`src/rtl/core/spq_pkg.sv`:
```
// ----------------------------------------------------------------------------
// spq_pkg: shared types for the stable priority queue
// Entry layout, action codes and the control bundle broadcast to every cell.
// ----------------------------------------------------------------------------
package spq_pkg;

	localparam int unsigned PRIO_W = 8;
	localparam int unsigned PAY_W  = 16;
	localparam int unsigned OCC_W  = 5;

	typedef enum logic {
		ACT_PUSH = 1'b0,
		ACT_POP  = 1'b1
	} action_t;

	typedef struct packed {
		logic [PRIO_W-1:0] prio;
		logic [PAY_W-1:0]  payload;
	} entry_t;

	// Broadcast to all cells in the cycle a transfer is taken.
	typedef struct packed {
		logic   push;
		logic   pop;
		entry_t entry;
	} cell_ctrl_t;

endpackage

```
`src/rtl/core/spq_cell.sv`:
```
// ----------------------------------------------------------------------------
// spq_cell: one storage cell of the sorted queue
// Holds one entry and either keeps it, takes the new entry, or takes the
// entry of its left or right neighbor.
// ----------------------------------------------------------------------------
module spq_cell (
	input  logic                clk,
	input  spq_pkg::cell_ctrl_t ctrl,
	input  logic                occupied,
	input  logic                left_stay,
	input  spq_pkg::entry_t     left_entry,
	input  spq_pkg::entry_t     right_entry,
	output logic                stay,
	output spq_pkg::entry_t     entry
);

	spq_pkg::entry_t entry_q;

	// An occupied cell whose priority is not above the new one keeps its place,
	// which keeps arrivals of equal priority in order.
	assign stay  = occupied && (entry_q.prio <= ctrl.entry.prio);
	assign entry = entry_q;

	always_ff @(posedge clk) begin
		if (ctrl.push) begin
			if (!stay) begin
				if (left_stay) begin
					entry_q <= ctrl.entry;
				end else begin
					entry_q <= left_entry;
				end
			end
		end else if (ctrl.pop) begin
			entry_q <= right_entry;
		end
	end

endmodule

```
`src/rtl/core/stable_priority_queue.sv`:
```
// ----------------------------------------------------------------------------
// stable_priority_queue: bounded sorted priority queue
// A row of cells kept in priority order; equal priorities leave first in,
// first out. Push to a full queue is rejected, pop from empty returns nothing.
// ----------------------------------------------------------------------------
// An input transfer's result is registered and appears in the next cycle.
// Throughput: one item per cycle; every cell compares and shifts in parallel.
// A waiting result holds off the input; the next item enters in the cycle
// that result leaves.
// Reset clears the count and the output handshake; cell contents are not reset
// and only cells below the count are ever read.
module stable_priority_queue #(
	parameter int unsigned DEPTH = 16
) (
	input  logic        clk,
	input  logic        arst_n,
	input  logic        in_valid,
	output logic        in_ready,
	input  logic [0:0]  action,
	input  logic [7:0]  priority_req,
	input  logic [15:0] payload,
	output logic        res_valid,
	input  logic        res_ready,
	output logic        out_valid,
	output logic [7:0]  out_priority,
	output logic [15:0] out_payload,
	output logic        rejected,
	output logic [4:0]  occupancy
);

	localparam int unsigned CW = $clog2(DEPTH + 1);

	logic [CW-1:0]       count_q;
	logic [CW-1:0]       count_next;
	logic [CW+4:0]       occ_ext;
	logic                in_fire;
	logic                is_push;
	logic                full;
	logic                empty;
	spq_pkg::cell_ctrl_t ctrl;
	spq_pkg::entry_t     cell_entry [DEPTH];
	logic                cell_stay  [DEPTH];

	logic                res_valid_q;
	logic                out_valid_q;
	logic [7:0]          out_priority_q;
	logic [15:0]         out_payload_q;
	logic                rejected_q;
	logic [4:0]          occupancy_q;

	assign in_ready = !res_valid_q || res_ready;
	assign in_fire  = in_valid && in_ready;
	assign is_push  = (action == spq_pkg::ACT_PUSH);
	assign full     = (count_q == CW'(DEPTH));
	assign empty    = (count_q == '0);

	assign ctrl.push          = in_fire && is_push && !full;
	assign ctrl.pop           = in_fire && !is_push && !empty;
	assign ctrl.entry.prio    = priority_req;
	assign ctrl.entry.payload = payload;

	always_comb begin
		count_next = count_q;
		if (ctrl.push) begin
			count_next = count_q + CW'(1);
		end else if (ctrl.pop) begin
			count_next = count_q - CW'(1);
		end
	end

	assign occ_ext = {5'b0, count_next};

	genvar gi;
	generate
		for (gi = 0; gi < DEPTH; gi++) begin : g_cell
			logic            left_stay_w;
			spq_pkg::entry_t left_w;
			spq_pkg::entry_t right_w;

			if (gi == 0) begin : g_head
				assign left_stay_w = 1'b1;
				assign left_w      = ctrl.entry;
			end else begin : g_body
				assign left_stay_w = cell_stay[gi-1];
				assign left_w      = cell_entry[gi-1];
			end

			if (gi == DEPTH - 1) begin : g_tail
				assign right_w = '0;
			end else begin : g_inner
				assign right_w = cell_entry[gi+1];
			end

			spq_cell u_cell (
				.clk         (clk),
				.ctrl        (ctrl),
				.occupied    (count_q > CW'(gi)),
				.left_stay   (left_stay_w),
				.left_entry  (left_w),
				.right_entry (right_w),
				.stay        (cell_stay[gi]),
				.entry       (cell_entry[gi])
			);
		end
	endgenerate

	always_ff @(posedge clk or negedge arst_n) begin
		if (!arst_n) begin
			count_q     <= '0;
			res_valid_q <= 1'b0;
		end else begin
			count_q <= count_next;
			if (in_fire) begin
				res_valid_q <= 1'b1;
			end else if (res_ready) begin
				res_valid_q <= 1'b0;
			end
		end
	end

	// The head cell still holds the popped entry during the transfer cycle.
	always_ff @(posedge clk) begin
		if (in_fire) begin
			out_valid_q    <= ctrl.pop;
			out_priority_q <= ctrl.pop ? cell_entry[0].prio : 8'd0;
			out_payload_q  <= ctrl.pop ? cell_entry[0].payload : 16'd0;
			rejected_q     <= is_push && full;
			occupancy_q    <= occ_ext[4:0];
		end
	end

	assign res_valid    = res_valid_q;
	assign out_valid    = out_valid_q;
	assign out_priority = out_priority_q;
	assign out_payload  = out_payload_q;
	assign rejected     = rejected_q;
	assign occupancy    = occupancy_q;

	a_count_bound: assert property (@(posedge clk) disable iff (!arst_n)
		count_q <= CW'(DEPTH))
		else $error("queue count above depth");

	a_result_kind: assert property (@(posedge clk) disable iff (!arst_n)
		res_valid_q |-> !(out_valid_q && rejected_q))
		else $error("result both popped and rejected");

	a_reject_holds: assert property (@(posedge clk) disable iff (!arst_n)
		(in_fire && is_push && full) |=> $stable(count_q))
		else $error("rejected push changed the count");

	a_head_sorted: assert property (@(posedge clk) disable iff (!arst_n)
		(count_q >= CW'(2)) |-> (cell_entry[0].prio <= cell_entry[1].prio))
		else $error("head cells out of order");

endmodule

```
`config.mk`:
```
export PLATFORM = sky130hd
export DESIGN_NAME = stable_priority_queue
export DESIGN_NICKNAME = d
export VERILOG_FILES = /design/src/rtl/core/spq_pkg.sv /design/src/rtl/core/spq_cell.sv /design/src/rtl/core/stable_priority_queue.sv
export SDC_FILE = /design/constraint.sdc
export NUM_CORES = 1
export LEC_CHECK = 0
export ABC_AREA = 1
export ABC_CLOCK_PERIOD_IN_PS = 4500
export BUFFER_PORTS_ARGS = -buffer_cell sky130_fd_sc_hd__buf_2
export CORE_ASPECT_RATIO = 0.7
export CORE_MARGIN = 3
export CORE_UTILIZATION = 60
export DETAILED_ROUTE_END_ITERATION = 6
export PLACE_DENSITY = 0.78
export SLEW_MARGIN = 30
export SYNTH_ARGS = -nofsm -noshare
export SYNTH_HDL_FRONTEND = slang
export SYNTH_SLANG_ARGS = --single-unit
```
`constraint.sdc`:
```
create_clock -name clk -period 4.5 [get_ports clk]
set_clock_uncertainty 0.2 [all_clocks]
set_input_delay 0.45 -clock clk [delete_from_list [all_inputs] [get_ports clk]]
set_output_delay 0.45 -clock clk [all_outputs]
set_load 0.02 [all_outputs]
```
==> results of run 1 <==
[logic make-up after synthesis]
group | share of synthesized area, %
and+or+nand+nor | 31.58
buffers and inverters | 8.799
DFF | 50.17
adders and majority gates | 6.669
AOI/OAI and AO/OA | 2.643
xor gates and xnor gates | 0.1393
[cells in the mapped netlist]
cell         n
o21ai_0     37
xor2_1       4
inv_2        1
nor3_1       2
buf_2       79
a21o_1      14
nor3_4       1
dfrtp_1      6
o31ai_1      2
a31oi_1      1
buf_1        4
ha_1       134
o21a_1       3
a21oi_1     65
nand3_1     30
clkinv_1     1
nand4_1     15
nand2_1   1942
clkbuf_1    58
inv_1      420
edfxtp_1   415
nor2_1     101
o21ai_1      1
[state kept, by name, indices dropped and copies added (netlist names)]
signal               count
count_q                  5
g_cell.u_cell.entry    384
out_valid                1
occupancy                5
res_valid                1
out_payload             16
out_priority             8
rejected                 1
[per-stage QoR]
| step | instance area [um2] | cells | power, mW |
|---|---|---|---|
| detailed placement | 26030 | 3865 | 10.73 |
| global placement | 26030 | 3865 | 10.50 |
| CTS | 27440 | 3945 | 14.39 |
| floorplan | 25140 | 3336 | 9.246 |
| global route | 27440 | 3945 | 15.37 |
| finish | 27440 | 3945 | 14.46 |
[final timing paths]
check,startpoint,to,slack [ps],depth (start not counted)
max,count_q[0]$_DFF_PN0_,g_cell[14].u_cell.entry[9]$_DFFE_PP_,1090,11
min,arst_n,count_q[0]$_DFF_PN0_,30,2
max reg2reg,count_q[0]$_DFF_PN0_,g_cell[14].u_cell.entry[9]$_DFFE_PP_,1090,11
min reg2reg,g_cell[15].u_cell.entry[9]$_SDFFCE_PN0P_,g_cell[14].u_cell.entry[9]$_DFFE_PP_,320,2
max in group asynchronous,arst_n,res_valid$_DFFE_PN0P_,3910,2
min in group clk,action,rejected$_DFFE_PP_,60,2
[placed cells by master (no fill, tap or decap), types with 2 or more instances in the layout]
master	count
nor3_1	2
clkinvlp_4	2
a21o_1	14
clkinv_2	5
edfxtp_1	415
xor2_1	4
dlygate4sd3_1	3
a21oi_1	65
buf_4	64
bufinv_16	4
dfrtp_1	6
nor2_1	101
clkbuf_1	11
buf_2	61
inv_16	2
clkbuf_16	43
inv_6	2
o21a_1	3
inv_1	420
clkinv_1	7
o21ai_0	37
nand4_1	15
nand2_1	1941
nand3_1	29
o31ai_1	2
ha_1	134
[layer usage]
layer / track usage, % / wire [um] / vias to the layer above
met5: 0 / 0 / -
met4: 9.713 / 2017 / 0
met2: 47.19 / 28880 / 1036
li1: - / - / 10320
met3: 4.700 / 6586 / 128
met1: 44.11 / 29370 / 10240
[power by group through the flow]
stage,sequential [mW],combinational [mW],clock (mW)
floorplan,5.92,3.32,0
global placement,6.04,4.46,0
detailed placement,6.05,4.68,0
CTS,5.99,4.73,3.67
global route,6.08,5.48,3.82
finish,6.00,4.81,3.65
[area by class of cell]
class                      instances  area share, %
clock buffer                      54          4.071
multi-input combinational       2352          37.68
tap                              544          2.480
clock inverter                    23         0.9666
timing repair buffer             129          3.046
inverter                         422          5.799
sequential                       421          45.96
[repair_timing]
| item | in CTS | in global routing |
|---|---|---|
| endpoints found under the hold margin | 7 | 0 |
| gates resized for setup | 0 | 0 |
| hold buffers | 3 | 0 |
==> flow_summary.json, run 1 <==
{
  "multi_input_area_mm2": 0.01034,
  "critPathKind": "register to register",
  "yosys-top-cells-area": "edfxtp_1 (50%), nand2_1 (29%), ha_1 (6.7%)",
  "crit_slowest_cell": "buf_4",
  "avgSynthCellArea_um2": 7.536,
  "endpoint_kind": "register",
  "p_int_mw": 8.948,
  "first_iter_violations": 2302,
  "clockBufferDepth": 3,
  "wl_mm": 66.85,
  "dr.pass1.iters": 6,
  "routed-via-count": 21730,
  "cts_root_buffer": "clkbuf_16",
  "rows": 62,
  "grt-ovfl-total": 0,
  "synth.top_cell.area_share_pct": 49.57,
  "syn_area_mm2": 0.02514,
  "numClockSinks": 421,
  "clk_pin_slew_ps": 60,
  "rsz0062_at_grt": "no",
  "synth_nets": 3499,
  "worstPathMaxFanout": 48,
  "viasPerCell": 5.508,
  "grt_pass1_vias": 21580,
  "ys_types": 23,
  "netlist_instances": 3336,
  "cp_cell_sequence": "inv_1 -> ha_1 -> nand2_1 -> nor2_1 -> nor3_4 -> buf_4 -> inv_8 -> nand2_1 -> inv_1 -> a31oi_2 -> buf_4",
  "worst_slack_ps": 1091,
  "dp.final_hpwl_mm": 46.91,
  "gp_congestion": 0.9195,
  "fin_crit_ps": 3409,
  "power_switching_mw": 5.507,
  "vdd_drop_max_mv": 0.5273,
  "yosysSeqAreaShare_pct": 50.17,
  "yosys.area.top_type": "edfxtp_1",
  "n_antenna_cell": 0,
  "cts-htree-levels": 2,
  "drv_cap": 0,
  "worst_hold_path_type": "input port to async pin",
  "max_slew.worst_pin.slew_ps": 1107,
  "cts_tree": "done",
  "tns_ps": 0,
  "finalNetCount": 3532,
  "drive_gt1_share_pct": 5.645,
  "clock_power_share_pct": 25.2,
  "num_io_pins": 62,
  "combPwrFrac_pct": 33.3,
  "cts_buffers": 43,
  "yosys_warnings": 0,
  "crit_family": "buffers and inverters",
  "max_slew_margin_pct": 26.18,
  "core_area_mm2": 0.04119,
  "cp.required_ps": 4510,
  "fmax_mhz": 293.4,
  "worstPathArrival_ps": 3410,
  "powerDensity_mw_per_mm2": 526.8,
  "crit_buf_inv": 5,
  "outcome": "finished, final reports clean",
  "gr-usage-all-layers_pct": 30.35,
  "p_leak_nw": 15.66,
  "whs_ps": 33.65,
  "wl_per_cell_um": 16.95,
  "clk_latency_ps": 570,
  "grt_max_degree": 225,
  "fin_crit_sh_pct": 75.75,
  "final_core_util_pct": 66.62,
  "grt_pass1_wl_mm": 109.0,
  "ys_seq_elements": 421,
  "startpoint_type": "register",
  "slowest_delay_ps": 500,
  "portBuffers": 61,
  "grt_antenna_before_repair": 0,
  "syn_to_final_growth_pct": 9.163,
  "drcViolationCount": 0,
  "dp_slack_ps": 1018,
  "dieHeight_um": 177.3,
  "finalSetupViolCount": 0,
  "die_x_um": 250.7,
  "power_frac_seq_pct": 41.5,
  "regArea_mm2": 0.01261,
  "swShare_pct": 38.10,
  "ant_nets": 0,
  "fillers": 3385,
  "drv_slew": 0,
  "hold_viol": 0,
  "post_cts_buffers": 0,
  "start_util_pct": 61.03,
  "dieArea_mm2": 0.04443
}
Power figures use the tool's default switching activity.
==> run 2: changes to the inputs <==
--- a/config.mk
+++ b/config.mk
@@ -6,7 +6,7 @@
 export NUM_CORES = 1
 export LEC_CHECK = 0
 export ABC_AREA = 1
-export ABC_CLOCK_PERIOD_IN_PS = 4500
+export ABC_CLOCK_PERIOD_IN_PS = 3420
 export BUFFER_PORTS_ARGS = -buffer_cell sky130_fd_sc_hd__buf_2
 export CORE_ASPECT_RATIO = 0.7
 export CORE_MARGIN = 3
==> constraint.sdc (replaced) <==
create_clock -name clk -period 3.42 [get_ports clk]
set_clock_uncertainty 0.2 [all_clocks]
set_input_delay 0.342 -clock clk [delete_from_list [all_inputs] [get_ports clk]]
set_output_delay 0.342 -clock clk [all_outputs]
set_load 0.02 [all_outputs]
==> run 2 against run 1 <==
  * Core utilization is 0.61 points higher
  * Sequential power is 31% higher
  * Clock power is 28% higher
  * Fmax is 12% higher
  * Register-to-register slack worse by 720 ps
==> flow_summary.json, run 2 (synthesis results as in run 1) <==
{
  "numClockSinks": 421,
  "fin_crit_ps": 3044,
  "slowest_delay_ps": 470,
  "first_iter_violations": 2106,
  "whs_ps": 17.45,
  "finalNetCount": 3551,
  "startpoint_type": "register",
  "core_area_mm2": 0.04119,
  "dr.pass1.iters": 6,
  "crit_slowest_cell": "dfrtp_1",
  "drv_cap": 0,
  "powerDensity_mw_per_mm2": 690.3,
  "worstPathMaxFanout": 64,
  "viasPerCell": 5.496,
  "drcViolationCount": 0,
  "dp.final_hpwl_mm": 46.50,
  "portBuffers": 61,
  "cp.required_ps": 3450,
  "final_cell_mix": "nand2_1 (1941), inv_1 (420), edfxtp_1 (415), ha_1 (134), nor2_1 (101)",
  "gr-usage-all-layers_pct": 30.90,
  "rsz0062_at_grt": "no",
  "place_inst": 3883,
  "clk_latency_ps": 560,
  "finalNonFillerCells": 3963,
  "power_switching_mw": 7.254,
  "largest_register_ffs": 384,
  "clockBufferDepth": 3,
  "syn_to_final_growth_pct": 10.16,
  "critPathKind": "register to register",
  "p_int_mw": 11.86,
  "ant_nets": 0,
  "max_slew_margin_pct": 47.54,
  "outcome": "finished, final reports clean",
  "power_frac_seq_pct": 41.2,
  "cp_cell_sequence": "inv_1 -> ha_1 -> nand2_1 -> nor2_1 -> nor3_4 -> buf_12 -> nand2_1 -> nand2_1 -> buf_4",
  "wl_per_cell_um": 17.07,
  "die_x_um": 250.7,
  "endpoint_kind": "register",
  "finalSetupViolCount": 0,
  "cts-htree-levels": 2,
  "cts_root_buffer": "clkbuf_16",
  "p_leak_nw": 15.79,
  "worstPathArrival_ps": 3080,
  "fin_crit_sh_pct": 89.02,
  "tns_ps": 0,
  "grt_pass1_wl_mm": 110.3,
  "rows": 62,
  "dieArea_mm2": 0.04443,
  "n_antenna_cell": 0,
  "clk_pin_slew_ps": 60,
  "combPwrFrac_pct": 34.3,
  "num_io_pins": 62,
  "final_common_cell": "nand2_1",
  "crit_family": "simple AND/OR/NAND/NOR gates",
  "drive_gt1_share_pct": 5.967,
  "cpMostUsedCell": "nand2_1",
  "max_slew.worst_pin.slew_ps": 785.1,
  "wl_mm": 67.66,
  "crit_buf_inv": 3,
  "worst_hold_path_type": "input port to register",
  "dieHeight_um": 177.3,
  "start_util_pct": 61.03,
  "fmax_mhz": 328.5,
  "total_power_mw": 19.12,
  "grt_antenna_before_repair": 0,
  "hold_viol": 0,
  "gp_congestion": 0.9185,
  "grt_max_degree": 104,
  "cts_tree": "done",
  "routed-via-count": 21780,
  "swShare_pct": 37.95,
  "drv_slew": 0,
  "grt-ovfl-total": 0,
  "clock_power_share_pct": 24.5,
  "cts_resized": 0,
  "fillers": 3284,
  "cts_buffers": 42,
  "post_cts_buffers": 0,
  "grt_pass1_vias": 21890,
  "vdd_drop_max_mv": 0.6216
}
[run 2: cell types whose count changed in the layout (fill, tap and decap cells not counted), sizes merged]
cell	delta
bufinv	-1
dlygate4sd3	+2
clkinv	-5
buf	+18
clkinvlp	-2
inv	-3
clkbuf	+9
[run 2: worst min-delay path, stage by stage]
cell and delay [ps]:
buf_2 90, inv_1 40, nand3_1 60, nand2_1 50, nor2_1 70
[run 2: worst paths after layout]
path	to	slack, ps	cells past startpoint	start
max	g_cell[4].u_cell.entry[8]$_DFFE_PP_	380	9	count_q[0]$_DFF_PN0_
min	g_cell[15].u_cell.entry[4]$_SDFFCE_PN0P_	20	5	payload[4]
max reg2reg	g_cell[4].u_cell.entry[8]$_DFFE_PP_	380	9	count_q[0]$_DFF_PN0_
min reg2reg	g_cell[14].u_cell.entry[6]$_DFFE_PP_	320	2	g_cell[15].u_cell.entry[6]$_SDFFCE_PN0P_
max in group asynchronous	count_q[4]$_DFF_PN0_	2260	3	arst_n
min in group asynchronous	count_q[1]$_DFF_PN0_	530	3	arst_n
[run 2: per-stage QoR]
stage / setup WS, ps / area (um2) / util, %
2_1_floorplan: 54.57 / 25150 / -
3_3_place_gp: 499.6 / 26310 / 63.88
3_5_place_dp: 427.7 / 26310 / 63.88
4_1_cts: 443.5 / 27690 / 67.23
5_1_grt: 202.3 / 27690 / 67.23
6_report: 375.6 / 27690 / 67.23
[run 2: what timing repair did]
action	in CTS	in global routing
hold buffers	5	0
hold endpoints to repair	8	0
endpoints found under the setup margin	0	0
[run 2: layer usage]
layer | track usage, % | up-vias | share of wire [%]
li1 | - | 10360 | -
met1 | 42.23 | 10260 | 42
met3 | 5.332 | 125 | 9.8
met5 | 0 | - | 0
met4 | 9.883 | 0 | 2.5
met2 | 50.76 | 1044 | 45
[run 2: final cells by class]
cell class	count	area [um2]	share of cell area, %
Timing Repair Buffer	149	1129	4.075
Inverter	422	1592	5.747
Clock buffer	63	1201	4.337
Sequential cell	421	12610	45.54
Multi-Input combinational cell	2352	10350	37.37
Tap cell	544	680.7	2.458
Clock inverter	12	131.4	0.4744
[run 2: power groups by stage]
| stage | registers (mW) | logic [mW] | clock network (mW) |
|---|---|---|---|
| after floorplan | 7.79 | 4.38 | 0 |
| after global placement | 7.91 | 6.08 | 0 |
| after detailed placement | 7.95 | 6.38 | 0 |
| after CTS | 7.86 | 6.45 | 4.71 |
| after global routing | 7.98 | 7.42 | 4.92 |
| final | 7.88 | 6.56 | 4.68 |
